$ cat src/sv/tfmmr_pkg.sv
// Package for the track mean-frequency / RMS-magnitude statistics block.
// Holds field widths, the 1/(2*pi) scale constant and the sequencer state type.
// No dependencies; used by sv/track_freq_mean_mag_rms.sv.
package tfmmr_pkg;

    // Field widths of the input and result words.
    localparam int FRAME_W = 19;
    localparam int OMEGA_W = 24;
    localparam int MAG_W   = 16;

    // Default depth limit of one track.
    localparam int MAX_TRACK_POINTS_DEF = 4096;

    // 1/(2*pi) in Q16, and the fraction shift that goes with it.
    localparam int INV_W = 14;
    localparam logic [INV_W-1:0] INV_TWO_PI_Q16 = 14'd10430;
    localparam int FRAC_SHIFT = 16;

    // Square root: a 32-bit radicand gives a 16-bit root, two radicand bits per step.
    localparam int RAD_W = 2 * MAG_W;
    localparam int ROOT_W = MAG_W;
    localparam int ROOT_REM_W = MAG_W + 3;

    // Sequencer states, one-hot.
    typedef enum logic [6:0] {
        ST_IDLE = 7'b0000001,
        ST_ACC  = 7'b0000010,
        ST_MUL  = 7'b0000100,
        ST_DIVF = 7'b0001000,
        ST_DIVS = 7'b0010000,
        ST_ROOT = 7'b0100000,
        ST_FIN  = 7'b1000000
    } state_t;

endpackage

$ cat src/sv/track_freq_mean_mag_rms.sv
// Top level of the track statistics block: per-track sums, frame extents, and
// an end-of-track sequence of divide and square root on one shared subtractor.
// Depends on sv/tfmmr_pkg.sv.
//
//  channel | direction | handshake           | payload
//  --------+-----------+---------------------+------------------------------------------
//  in      | input     | in_valid, in_stall  | frame_number, omega_word, magnitude,
//          |           |                     | last_of_track, last_of_set
//  out     | output    | out_valid, out_stall| mean_frequency, rms_magnitude,
//          |           |                     | track_first_frame, track_last_frame,
//          |           |                     | set_first_frame, set_last_frame
//
// A point that does not end its track goes through the accept in ST_IDLE and one
// multiply-accumulate state, ST_ACC. A point that ends its track then passes through
// ST_MUL, the bit-serial divides of the mean and of the mean square and the 16-step
// square root, all on one subtractor, before ST_FIN hands over the result.
// rst_n clears the sums, the count and the extents at once; no clearing pass follows.
// A result waits in the output register while out_stall is high; the next points are
// still taken, and only a second result waits for the first to be taken.
module track_freq_mean_mag_rms #(
    parameter int MAX_TRACK_POINTS = tfmmr_pkg::MAX_TRACK_POINTS_DEF
) (
    input  logic                          clk,
    input  logic                          rst_n,
    // Input words
    input  logic                          in_valid,
    output logic                          in_stall,
    input  logic [tfmmr_pkg::FRAME_W-1:0] frame_number,
    input  logic [tfmmr_pkg::OMEGA_W-1:0] omega_word,
    input  logic [tfmmr_pkg::MAG_W-1:0]   magnitude,
    input  logic                          last_of_track,
    input  logic                          last_of_set,
    // Result words
    output logic                          out_valid,
    input  logic                          out_stall,
    output logic [tfmmr_pkg::OMEGA_W-1:0] mean_frequency,
    output logic [tfmmr_pkg::MAG_W-1:0]   rms_magnitude,
    output logic [tfmmr_pkg::FRAME_W-1:0] track_first_frame,
    output logic [tfmmr_pkg::FRAME_W-1:0] track_last_frame,
    output logic [tfmmr_pkg::FRAME_W-1:0] set_first_frame,
    output logic [tfmmr_pkg::FRAME_W-1:0] set_last_frame
);

    // Derived widths.
    localparam int FRAME_W = tfmmr_pkg::FRAME_W;
    localparam int OMEGA_W = tfmmr_pkg::OMEGA_W;
    localparam int MAG_W   = tfmmr_pkg::MAG_W;
    localparam int CNT_W   = $clog2(MAX_TRACK_POINTS + 1);
    localparam int FREQ_W  = OMEGA_W + CNT_W;
    localparam int SQ_W    = 2 * MAG_W + CNT_W;
    localparam int PROD_W  = FREQ_W + MAG_W;
    localparam int NUM_W   = FREQ_W + tfmmr_pkg::INV_W;
    localparam int DF_W    = NUM_W + 1 - tfmmr_pkg::FRAC_SHIFT;
    localparam int DV_W    = (DF_W > SQ_W) ? DF_W : SQ_W;
    localparam int SUB_W   = (CNT_W + 1 > tfmmr_pkg::ROOT_REM_W) ?
                             CNT_W + 1 : tfmmr_pkg::ROOT_REM_W;
    localparam int STEP_W  = $clog2(DV_W + 1);
    localparam int RAD_W   = tfmmr_pkg::RAD_W;
    localparam int ROOT_W  = tfmmr_pkg::ROOT_W;

    // Control and state registers.
    tfmmr_pkg::state_t   state_reg, state_next;
    logic                out_valid_reg, out_valid_next;
    logic [FREQ_W-1:0]   freq_sum_reg, freq_sum_next;
    logic [SQ_W-1:0]     square_sum_reg, square_sum_next;
    logic [CNT_W-1:0]    count_reg, count_next;
    logic                trk_seen_reg, trk_seen_next;
    logic [FRAME_W-1:0]  trk_min_reg, trk_min_next;
    logic [FRAME_W-1:0]  trk_max_reg, trk_max_next;
    logic                set_seen_reg, set_seen_next;
    logic [FRAME_W-1:0]  set_min_reg, set_min_next;
    logic [FRAME_W-1:0]  set_max_reg, set_max_next;

    // Datapath registers.
    logic [FRAME_W-1:0]  frame_reg, frame_next;
    logic [OMEGA_W-1:0]  omega_reg, omega_next;
    logic [MAG_W-1:0]    mag_reg, mag_next;
    logic                end_track_reg, end_track_next;
    logic                end_set_reg, end_set_next;
    logic [DV_W-1:0]     dvd_reg, dvd_next;
    logic [SUB_W-1:0]    rem_reg, rem_next;
    logic [ROOT_W-1:0]   root_reg, root_next;
    logic [STEP_W-1:0]   step_reg, step_next;
    logic                neg_reg, neg_next;
    logic [OMEGA_W-1:0]  mean_reg, mean_next;
    logic [OMEGA_W-1:0]  out_mean_reg, out_mean_next;
    logic [MAG_W-1:0]    out_rms_reg, out_rms_next;
    logic [FRAME_W-1:0]  out_tfirst_reg, out_tfirst_next;
    logic [FRAME_W-1:0]  out_tlast_reg, out_tlast_next;
    logic [FRAME_W-1:0]  out_sfirst_reg, out_sfirst_next;
    logic [FRAME_W-1:0]  out_slast_reg, out_slast_next;

    // Shared multiplier and shared subtractor.
    logic [FREQ_W-1:0]   mul_a;
    logic [MAG_W-1:0]    mul_b;
    logic [PROD_W-1:0]   prod;
    logic [SUB_W-1:0]    sub_a;
    logic [SUB_W-1:0]    sub_b;
    logic [SUB_W:0]      sub_full;
    logic                sub_ge;

    // Helper values.
    logic                in_accept;
    logic                out_take;
    logic                out_free;
    logic [FREQ_W-1:0]   abs_sum;
    logic [NUM_W:0]      num_round;
    logic [DV_W-1:0]     div_shift;
    logic [FRAME_W-1:0]  set_min_new;
    logic [FRAME_W-1:0]  set_max_new;

    assign in_accept = in_valid && !in_stall;
    assign out_take  = out_valid_reg && !out_stall;
    assign out_free  = !out_valid_reg || !out_stall;

    // Magnitude of the frequency sum for the scaled mean.
    assign abs_sum = freq_sum_reg[FREQ_W-1] ? (~freq_sum_reg + 1'b1) : freq_sum_reg;

    // The multiplier squares the magnitude while accumulating, and scales the sum by
    // 1/(2*pi) at the start of the end-of-track sequence.
    always_comb
    begin
        if (state_reg == tfmmr_pkg::ST_MUL)
        begin
            mul_a = abs_sum;
            mul_b = MAG_W'(tfmmr_pkg::INV_TWO_PI_Q16);
        end
        else
        begin
            mul_a = FREQ_W'(mag_reg);
            mul_b = mag_reg;
        end
    end
    assign prod = PROD_W'(mul_a) * PROD_W'(mul_b);

    // Add half the divisor for rounding; dividing by count << 16 equals dropping
    // the 16 fraction bits and dividing by count.
    assign num_round = {1'b0, prod[NUM_W-1:0]}
                     + ((NUM_W + 1)'(count_reg) << (tfmmr_pkg::FRAC_SHIFT - 1));

    // Shared subtractor: a restoring divide step or a square root step.
    always_comb
    begin
        if (state_reg == tfmmr_pkg::ST_ROOT)
        begin
            sub_a = {rem_reg[SUB_W-3:0], dvd_reg[DV_W-1 -: 2]};
            sub_b = SUB_W'({root_reg, 2'b01});
        end
        else
        begin
            sub_a = {rem_reg[SUB_W-2:0], dvd_reg[DV_W-1]};
            sub_b = SUB_W'(count_reg);
        end
    end
    assign sub_full  = {1'b0, sub_a} - {1'b0, sub_b};
    assign sub_ge    = !sub_full[SUB_W];
    assign div_shift = {dvd_reg[DV_W-2:0], sub_ge};

    // Set extent including the track that just ended.
    assign set_min_new = (!set_seen_reg || trk_min_reg < set_min_reg) ? trk_min_reg : set_min_reg;
    assign set_max_new = (!set_seen_reg || trk_max_reg > set_max_reg) ? trk_max_reg : set_max_reg;

    // Sequencer and datapath next values.
    always_comb
    begin
        state_next      = state_reg;
        out_valid_next  = out_valid_reg;
        freq_sum_next   = freq_sum_reg;
        square_sum_next = square_sum_reg;
        count_next      = count_reg;
        trk_seen_next   = trk_seen_reg;
        trk_min_next    = trk_min_reg;
        trk_max_next    = trk_max_reg;
        set_seen_next   = set_seen_reg;
        set_min_next    = set_min_reg;
        set_max_next    = set_max_reg;
        frame_next      = frame_reg;
        omega_next      = omega_reg;
        mag_next        = mag_reg;
        end_track_next  = end_track_reg;
        end_set_next    = end_set_reg;
        dvd_next        = dvd_reg;
        rem_next        = rem_reg;
        root_next       = root_reg;
        step_next       = step_reg;
        neg_next        = neg_reg;
        mean_next       = mean_reg;
        out_mean_next   = out_mean_reg;
        out_rms_next    = out_rms_reg;
        out_tfirst_next = out_tfirst_reg;
        out_tlast_next  = out_tlast_reg;
        out_sfirst_next = out_sfirst_reg;
        out_slast_next  = out_slast_reg;

        if (out_take)
        begin
            out_valid_next = 1'b0;
        end

        case (state_reg)
            tfmmr_pkg::ST_IDLE:
            begin
                if (in_accept)
                begin
                    frame_next     = frame_number;
                    omega_next     = omega_word;
                    mag_next       = magnitude;
                    end_track_next = last_of_track;
                    end_set_next   = last_of_set;
                    state_next     = tfmmr_pkg::ST_ACC;
                end
            end

            tfmmr_pkg::ST_ACC:
            begin
                // Frame extent of the track.
                trk_seen_next = 1'b1;
                if (!trk_seen_reg || frame_reg < trk_min_reg)
                begin
                    trk_min_next = frame_reg;
                end
                if (!trk_seen_reg || frame_reg > trk_max_reg)
                begin
                    trk_max_next = frame_reg;
                end
                // Sums stop growing once the track is full.
                if (count_reg < CNT_W'(MAX_TRACK_POINTS))
                begin
                    freq_sum_next = freq_sum_reg
                                  + {{(FREQ_W - OMEGA_W){omega_reg[OMEGA_W-1]}}, omega_reg};
                    square_sum_next = square_sum_reg + SQ_W'(prod[2*MAG_W-1:0]);
                    count_next = count_reg + 1'b1;
                end
                state_next = end_track_reg ? tfmmr_pkg::ST_MUL : tfmmr_pkg::ST_IDLE;
            end

            tfmmr_pkg::ST_MUL:
            begin
                // Load the rounded, scaled frequency sum into the divider.
                neg_next   = freq_sum_reg[FREQ_W-1];
                dvd_next   = DV_W'(num_round[NUM_W:tfmmr_pkg::FRAC_SHIFT]) << (DV_W - DF_W);
                rem_next   = '0;
                step_next  = STEP_W'(DF_W - 1);
                state_next = tfmmr_pkg::ST_DIVF;
            end

            tfmmr_pkg::ST_DIVF:
            begin
                rem_next = sub_ge ? sub_full[SUB_W-1:0] : sub_a;
                dvd_next = div_shift;
                step_next = step_reg - 1'b1;
                if (step_reg == '0)
                begin
                    // Quotient done: sign the mean and start the mean square.
                    mean_next  = neg_reg ? (~div_shift[OMEGA_W-1:0] + 1'b1)
                                         : div_shift[OMEGA_W-1:0];
                    dvd_next   = DV_W'(square_sum_reg) << (DV_W - SQ_W);
                    rem_next   = '0;
                    step_next  = STEP_W'(SQ_W - 1);
                    state_next = tfmmr_pkg::ST_DIVS;
                end
            end

            tfmmr_pkg::ST_DIVS:
            begin
                rem_next = sub_ge ? sub_full[SUB_W-1:0] : sub_a;
                dvd_next = div_shift;
                step_next = step_reg - 1'b1;
                if (step_reg == '0)
                begin
                    // Mean square fits 32 bits; align it for the root.
                    dvd_next   = DV_W'(div_shift[RAD_W-1:0]) << (DV_W - RAD_W);
                    rem_next   = '0;
                    root_next  = '0;
                    step_next  = STEP_W'(ROOT_W - 1);
                    state_next = tfmmr_pkg::ST_ROOT;
                end
            end

            tfmmr_pkg::ST_ROOT:
            begin
                rem_next  = sub_ge ? sub_full[SUB_W-1:0] : sub_a;
                dvd_next  = dvd_reg << 2;
                root_next = {root_reg[ROOT_W-2:0], sub_ge};
                step_next = step_reg - 1'b1;
                if (step_reg == '0)
                begin
                    state_next = tfmmr_pkg::ST_FIN;
                end
            end

            tfmmr_pkg::ST_FIN:
            begin
                // Hand the result over once the output register is free.
                if (out_free)
                begin
                    out_valid_next  = 1'b1;
                    out_mean_next   = mean_reg;
                    out_rms_next    = root_reg;
                    out_tfirst_next = trk_min_reg;
                    out_tlast_next  = trk_max_reg;
                    out_sfirst_next = set_min_new;
                    out_slast_next  = set_max_new;
                    set_min_next    = set_min_new;
                    set_max_next    = set_max_new;
                    set_seen_next   = !end_set_reg;
                    freq_sum_next   = '0;
                    square_sum_next = '0;
                    count_next      = '0;
                    trk_seen_next   = 1'b0;
                    state_next      = tfmmr_pkg::ST_IDLE;
                end
            end

            default:
            begin
                state_next = tfmmr_pkg::ST_IDLE;
            end
        endcase
    end

    // Control and accumulator registers.
    always_ff @(posedge clk or negedge rst_n)
    begin
        if (!rst_n)
        begin
            state_reg      <= tfmmr_pkg::ST_IDLE;
            out_valid_reg  <= 1'b0;
            freq_sum_reg   <= '0;
            square_sum_reg <= '0;
            count_reg      <= '0;
            trk_seen_reg   <= 1'b0;
            trk_min_reg    <= '0;
            trk_max_reg    <= '0;
            set_seen_reg   <= 1'b0;
            set_min_reg    <= '0;
            set_max_reg    <= '0;
        end
        else
        begin
            state_reg      <= state_next;
            out_valid_reg  <= out_valid_next;
            freq_sum_reg   <= freq_sum_next;
            square_sum_reg <= square_sum_next;
            count_reg      <= count_next;
            trk_seen_reg   <= trk_seen_next;
            trk_min_reg    <= trk_min_next;
            trk_max_reg    <= trk_max_next;
            set_seen_reg   <= set_seen_next;
            set_min_reg    <= set_min_next;
            set_max_reg    <= set_max_next;
        end
    end

    // Payload and iteration registers.
    always_ff @(posedge clk)
    begin
        frame_reg      <= frame_next;
        omega_reg      <= omega_next;
        mag_reg        <= mag_next;
        end_track_reg  <= end_track_next;
        end_set_reg    <= end_set_next;
        dvd_reg        <= dvd_next;
        rem_reg        <= rem_next;
        root_reg       <= root_next;
        step_reg       <= step_next;
        neg_reg        <= neg_next;
        mean_reg       <= mean_next;
        out_mean_reg   <= out_mean_next;
        out_rms_reg    <= out_rms_next;
        out_tfirst_reg <= out_tfirst_next;
        out_tlast_reg  <= out_tlast_next;
        out_sfirst_reg <= out_sfirst_next;
        out_slast_reg  <= out_slast_next;
    end

    // Ports.
    assign in_stall          = (state_reg != tfmmr_pkg::ST_IDLE);
    assign out_valid         = out_valid_reg;
    assign mean_frequency    = out_mean_reg;
    assign rms_magnitude     = out_rms_reg;
    assign track_first_frame = out_tfirst_reg;
    assign track_last_frame  = out_tlast_reg;
    assign set_first_frame   = out_sfirst_reg;
    assign set_last_frame    = out_slast_reg;

    // A new result word appears only out of the hand-over state.
    assert property (@(posedge clk) disable iff (!rst_n)
        $rose(out_valid) |-> $past(state_reg == tfmmr_pkg::ST_FIN))
        else $error("result word raised outside the hand-over state");

    // An accepted word is always followed by its accumulate cycle.
    assert property (@(posedge clk) disable iff (!rst_n)
        in_valid && !in_stall |=> state_reg == tfmmr_pkg::ST_ACC)
        else $error("accepted word not accumulated");

    // The point count never passes the track depth.
    assert property (@(posedge clk) disable iff (!rst_n)
        count_reg <= CNT_W'(MAX_TRACK_POINTS))
        else $error("point count beyond track depth");

    // During a divide the partial remainder stays below the divisor.
    assert property (@(posedge clk) disable iff (!rst_n)
        (state_reg == tfmmr_pkg::ST_DIVF || state_reg == tfmmr_pkg::ST_DIVS)
        |-> rem_reg < SUB_W'(count_reg))
        else $error("divider remainder not below divisor");

endmodule

$ cat config.mk
export PLATFORM = sky130hd
export DESIGN_NAME = track_freq_mean_mag_rms
export DESIGN_NICKNAME = d
export VERILOG_FILES = /design/src/sv/tfmmr_pkg.sv /design/src/sv/track_freq_mean_mag_rms.sv
export SDC_FILE = /design/constraint.sdc
export NUM_CORES = 2
export LEC_CHECK = 0
export ABC_AREA = 0
export BUFFER_PORTS_ARGS = -buffer_cell sky130_fd_sc_hd__buf_4
export CAP_MARGIN = 30
export CORE_MARGIN = 5
export CORE_UTILIZATION = 35
export CTS_BUF_LIST = sky130_fd_sc_hd__clkbuf_4
export CTS_CLUSTER_DIAMETER = 100
export CTS_CLUSTER_SIZE = 30
export DETAILED_ROUTE_END_ITERATION = 12
export PLACE_DENSITY = 0.55
export SYNTH_ARGS = -nofsm -noshare
export SYNTH_HDL_FRONTEND = slang
export SYNTH_SLANG_ARGS = --single-unit
$ cat constraint.sdc
create_clock -name clk -period 26.9 [get_ports clk]
set_input_delay 1.345 -clock clk [delete_from_list [all_inputs] [get_ports clk]]
set_output_delay 1.345 -clock clk [all_outputs]
set_load 0.005 [all_outputs]
==> summary by stage <==
Synthesis
Of the synthesized area, sequential elements account for 0.2975. By area the synthesized netlist is led by sky130_fd_sc_hd__fa_1 22%, sky130_fd_sc_hd__edfxtp_1 20%, sky130_fd_sc_hd__dfrtp_1 10%. The cell count after synthesis came out at 4515. The share of the synthesized area in the top cell type is 0.2224. The post-synth design cell area is 44190 µm². The synthesized design spends more area on one cell type than any other, namely sky130_fd_sc_hd__fa_1. For this run, asynchronously set or reset flops after synthesis account for 0.3868. The mean instance size in the synthesized netlist is 9.788 µm². The number of different library cells used by synthesis comes to 92. The flop and latch count out of synthesis is 468.

The most used flip-flop cell after synthesis is sky130_fd_sc_hd__edfxtp_1. Yosys mapped a number of flops with a built-in enable equal to 287. For this run, the number of Yosys warnings is 0.

Placed design
Buffers placed on the I/O ports in this run total 182. The half-perimeter wire length after placement is 93.76 mm. Routability-driven placement finished with a final weighted congestion of 0.8954.

Worst setup path
The cell repeated most along the worst path is sky130_fd_sc_hd__fa_1. The slowest stage cell on the critical path is sky130_fd_sc_hd__or4_1. The worst register-to-register path has a setup slack of 15110 ps. The kind of launch point of the worst setup path is a flip-flop. The biggest cell delay along the critical path is 630 ps. The number of cells on the worst reg-to-reg path is 36. At the worst endpoint, the arrival time is 12740 ps. STA puts the critical path data required time at 27840 ps. Of all nets on the critical path, the largest fanout is 11. The beginning of the worst register-to-register path is freq_sum_reg[3]. The worst flop-to-flop path endpoint is square_sum_reg[37]. The worst setup path is captured at a flip-flop. The type of the setup path with the least slack is reg -> reg.

Clock tree
The number of clock sinks seen by CTS is 468. The clock passes through at most 3 buffers. The clock root buffer master is sky130_fd_sc_hd__clkbuf_4.

The clock network latency to the later pin of the worst-skew pair is 1020 ps. The total of hold buffers inserted after clock tree synthesis is 0. The number of buffers inserted to repair setup after CTS is 0. In this run, CTS created clock tree buffers numbering 25. Gates resized during post-CTS repair numbered 0. CTS built an H-tree with a depth of 1.

The clock-pin transition on the worst setup and hold timing paths is 290 ps. The TritonCTS clock tree is built.

Timing
Headroom to the max-slew limit came out at 0.2554. The minimum clock period after layout is 11790 ps. Of the available clock period, the critical path in the final layout requires 0.4384. Based on the critical path, the design can be clocked at up to 0.08480 GHz. The max-slew violation count was 0. Summed over all failing endpoints, the final setup total negative slack is 0 ps. Setup repair after global routing left no endpoint under its margin. At the pin with the least slew margin, the transition time is 1116 ps. The worst setup skew after layout is 79.78 ps. The count of endpoints failing hold in the final timing report came to 0. Setup violations remaining at the end of the flow were counted as 0.

Routing
The first detailed-routing pass took 9 iterations. After detailed routing, the average wire length per cell comes to 18.45 µm. The final routed DRC violation total is 0. Across all layers, the routed design uses 32330 vias.

The routed via count divided by cell count is 5.016. Summed over all layers, the routed wires come to 118.9 mm. Once detail routing completed, the nets flagged for antenna violations numbered 0.

For this block, the initial DRC count from the detailed router was 2349.

Floorplanning
The horizontal die dimension is 365.3 µm. The overall die area is 133500 µm². The number of primary I/O pins is 183. The number of core rows is 130. The area inside the core boundary is 125600 µm². The initial utilization of the core area, before any placement, comes to 0.3520.

In this run the vertical extent of the chip is 365.3 µm.

GRT
The number of antenna violations at the first check in global routing was 5. The first global-routing pass estimated 186.1 mm of wire. Across every metal layer, demand over resource in global routing totals 0.1765.

The largest net degree at the start of global routing is 84. The via count of the first global-routing pass is 32850. For this run the aggregate overflow at the end of global routing stands at 0.

Final layout
Of the cells placed in the final design, the portion with a size suffix greater than 1 is 0.07962. Leaving out fill and tap cells, the most frequent cell in the layout is sky130_fd_sc_hd__inv_1. The fill cell total of the finished layout is 12690.

Compared with the post-synthesis result, the final layout area differs by 9.781%. The library cells used most frequently in the layout, excluding fill and tap cells, are 738 x sky130_fd_sc_hd__inv_1, 491 x sky130_fd_sc_hd__fa_1, 413 x sky130_fd_sc_hd__nand2_1. The post-layout net count is 5612.

Worst hold path
The path class of the tightest hold or removal check is in -> async.

Job
Max-cap violations in this run came to 0.

Status
The flow ran to the end, and the final reports show no timing, DRC or antenna violations.
## through the flow
stage | instances | hold WS (ps) | util | setup slack (ps) | area (µm²)
2_1_floorplan | 4678 | 393.6 | - | 17300 | 44810
3_3_place_gp | 6385 | 405.0 | 0.3819 | 15260 | 47960
3_5_place_dp | 6388 | 404.5 | 0.3825 | 15170 | 48030
4_1_cts | 6434 | 214.2 | 0.3860 | 15070 | 48470
5_1_grt | 6439 | 280.2 | 0.3863 | 14270 | 48510
6_report | 6444 | 283.6 | 0.3864 | 15110 | 48520
## worst max path at each step
stage	slack, ps	cells after the start	end	startpoint
finish	15110	36	square_sum_reg[37]	freq_sum_reg[3]
global route	14270	36	dvd_reg[42]	state_reg[5]
CTS	15070	36	square_sum_reg[37]	freq_sum_reg[3]
detailed placement	15170	36	square_sum_reg[37]	freq_sum_reg[3]
global placement	15260	36	square_sum_reg[41]	freq_sum_reg[3]
floorplan	17300	37	square_sum_reg[34]	freq_sum_reg[3]
## layout make-up
| cell class | instances | area, µm² | share of cell area |
|---|---|---|---|
| Multi-Input combinational cell | 3295 | 28250 | 0.5822 |
| Sequential cell | 468 | 13150 | 0.2710 |
| Inverter | 749 | 2818 | 0.05808 |
| Tap cell | 1650 | 2064 | 0.04255 |
| Timing Repair Buffer | 227 | 1783 | 0.03675 |
| Clock buffer | 30 | 225.2 | 0.004642 |
| Clock inverter | 16 | 210.2 | 0.004332 |
| Antenna cell | 9 | 22.52 | 0.0004642 |
## worst max-delay path, delay by kind of cell, from the launching register on
kind,cells,cell delay [ps]
AO/OA/AOI/OAI,11,2980
XOR/XNOR,2,590
adder cells (fa/ha/maj),8,3780
buffers and inverters,4,300
flip-flops,1,520
AND/OR/NAND/NOR,11,3580
## routing by layer
metal / global-route usage / vias up / share of wire
li1: - / 15390 / -
met1: 0.2341 / 16050 / 0.44
met2: 0.3071 / 719 / 0.49
met3: 0.02087 / 156 / 0.046
met4: 0.04699 / 4 / 0.028
met5: 0 / - / 0.00023
## Yosys cell counts (70+ instances only)
cell / n
sky130_fd_sc_hd__a21o_1: 98
sky130_fd_sc_hd__a21oi_1: 252
sky130_fd_sc_hd__clkbuf_1: 137
sky130_fd_sc_hd__dfrtp_1: 180
sky130_fd_sc_hd__edfxtp_1: 287
sky130_fd_sc_hd__fa_1: 491
sky130_fd_sc_hd__ha_1: 290
sky130_fd_sc_hd__inv_1: 738
sky130_fd_sc_hd__mux2i_1: 70
sky130_fd_sc_hd__nand2_1: 415
sky130_fd_sc_hd__nand2b_1: 109
sky130_fd_sc_hd__nand3_1: 75
sky130_fd_sc_hd__nor2_1: 226
sky130_fd_sc_hd__o21ai_0: 236
sky130_fd_sc_hd__xnor2_1: 110
sky130_fd_sc_hd__xor2_1: 103
## cells by family after synthesis
logic type	share of synthesized area
xor+xnor	0.04221
fa+ha+maj	0.3045
simple gates	0.1269
buf+inv	0.07828
other cells	0.0001699
compound gates	0.1241
flops	0.2975
mux	0.02630
Power is left out: the tool's default activity adds up to more than one toggle a clock period on the data nets, which glitch-free logic cannot reach.
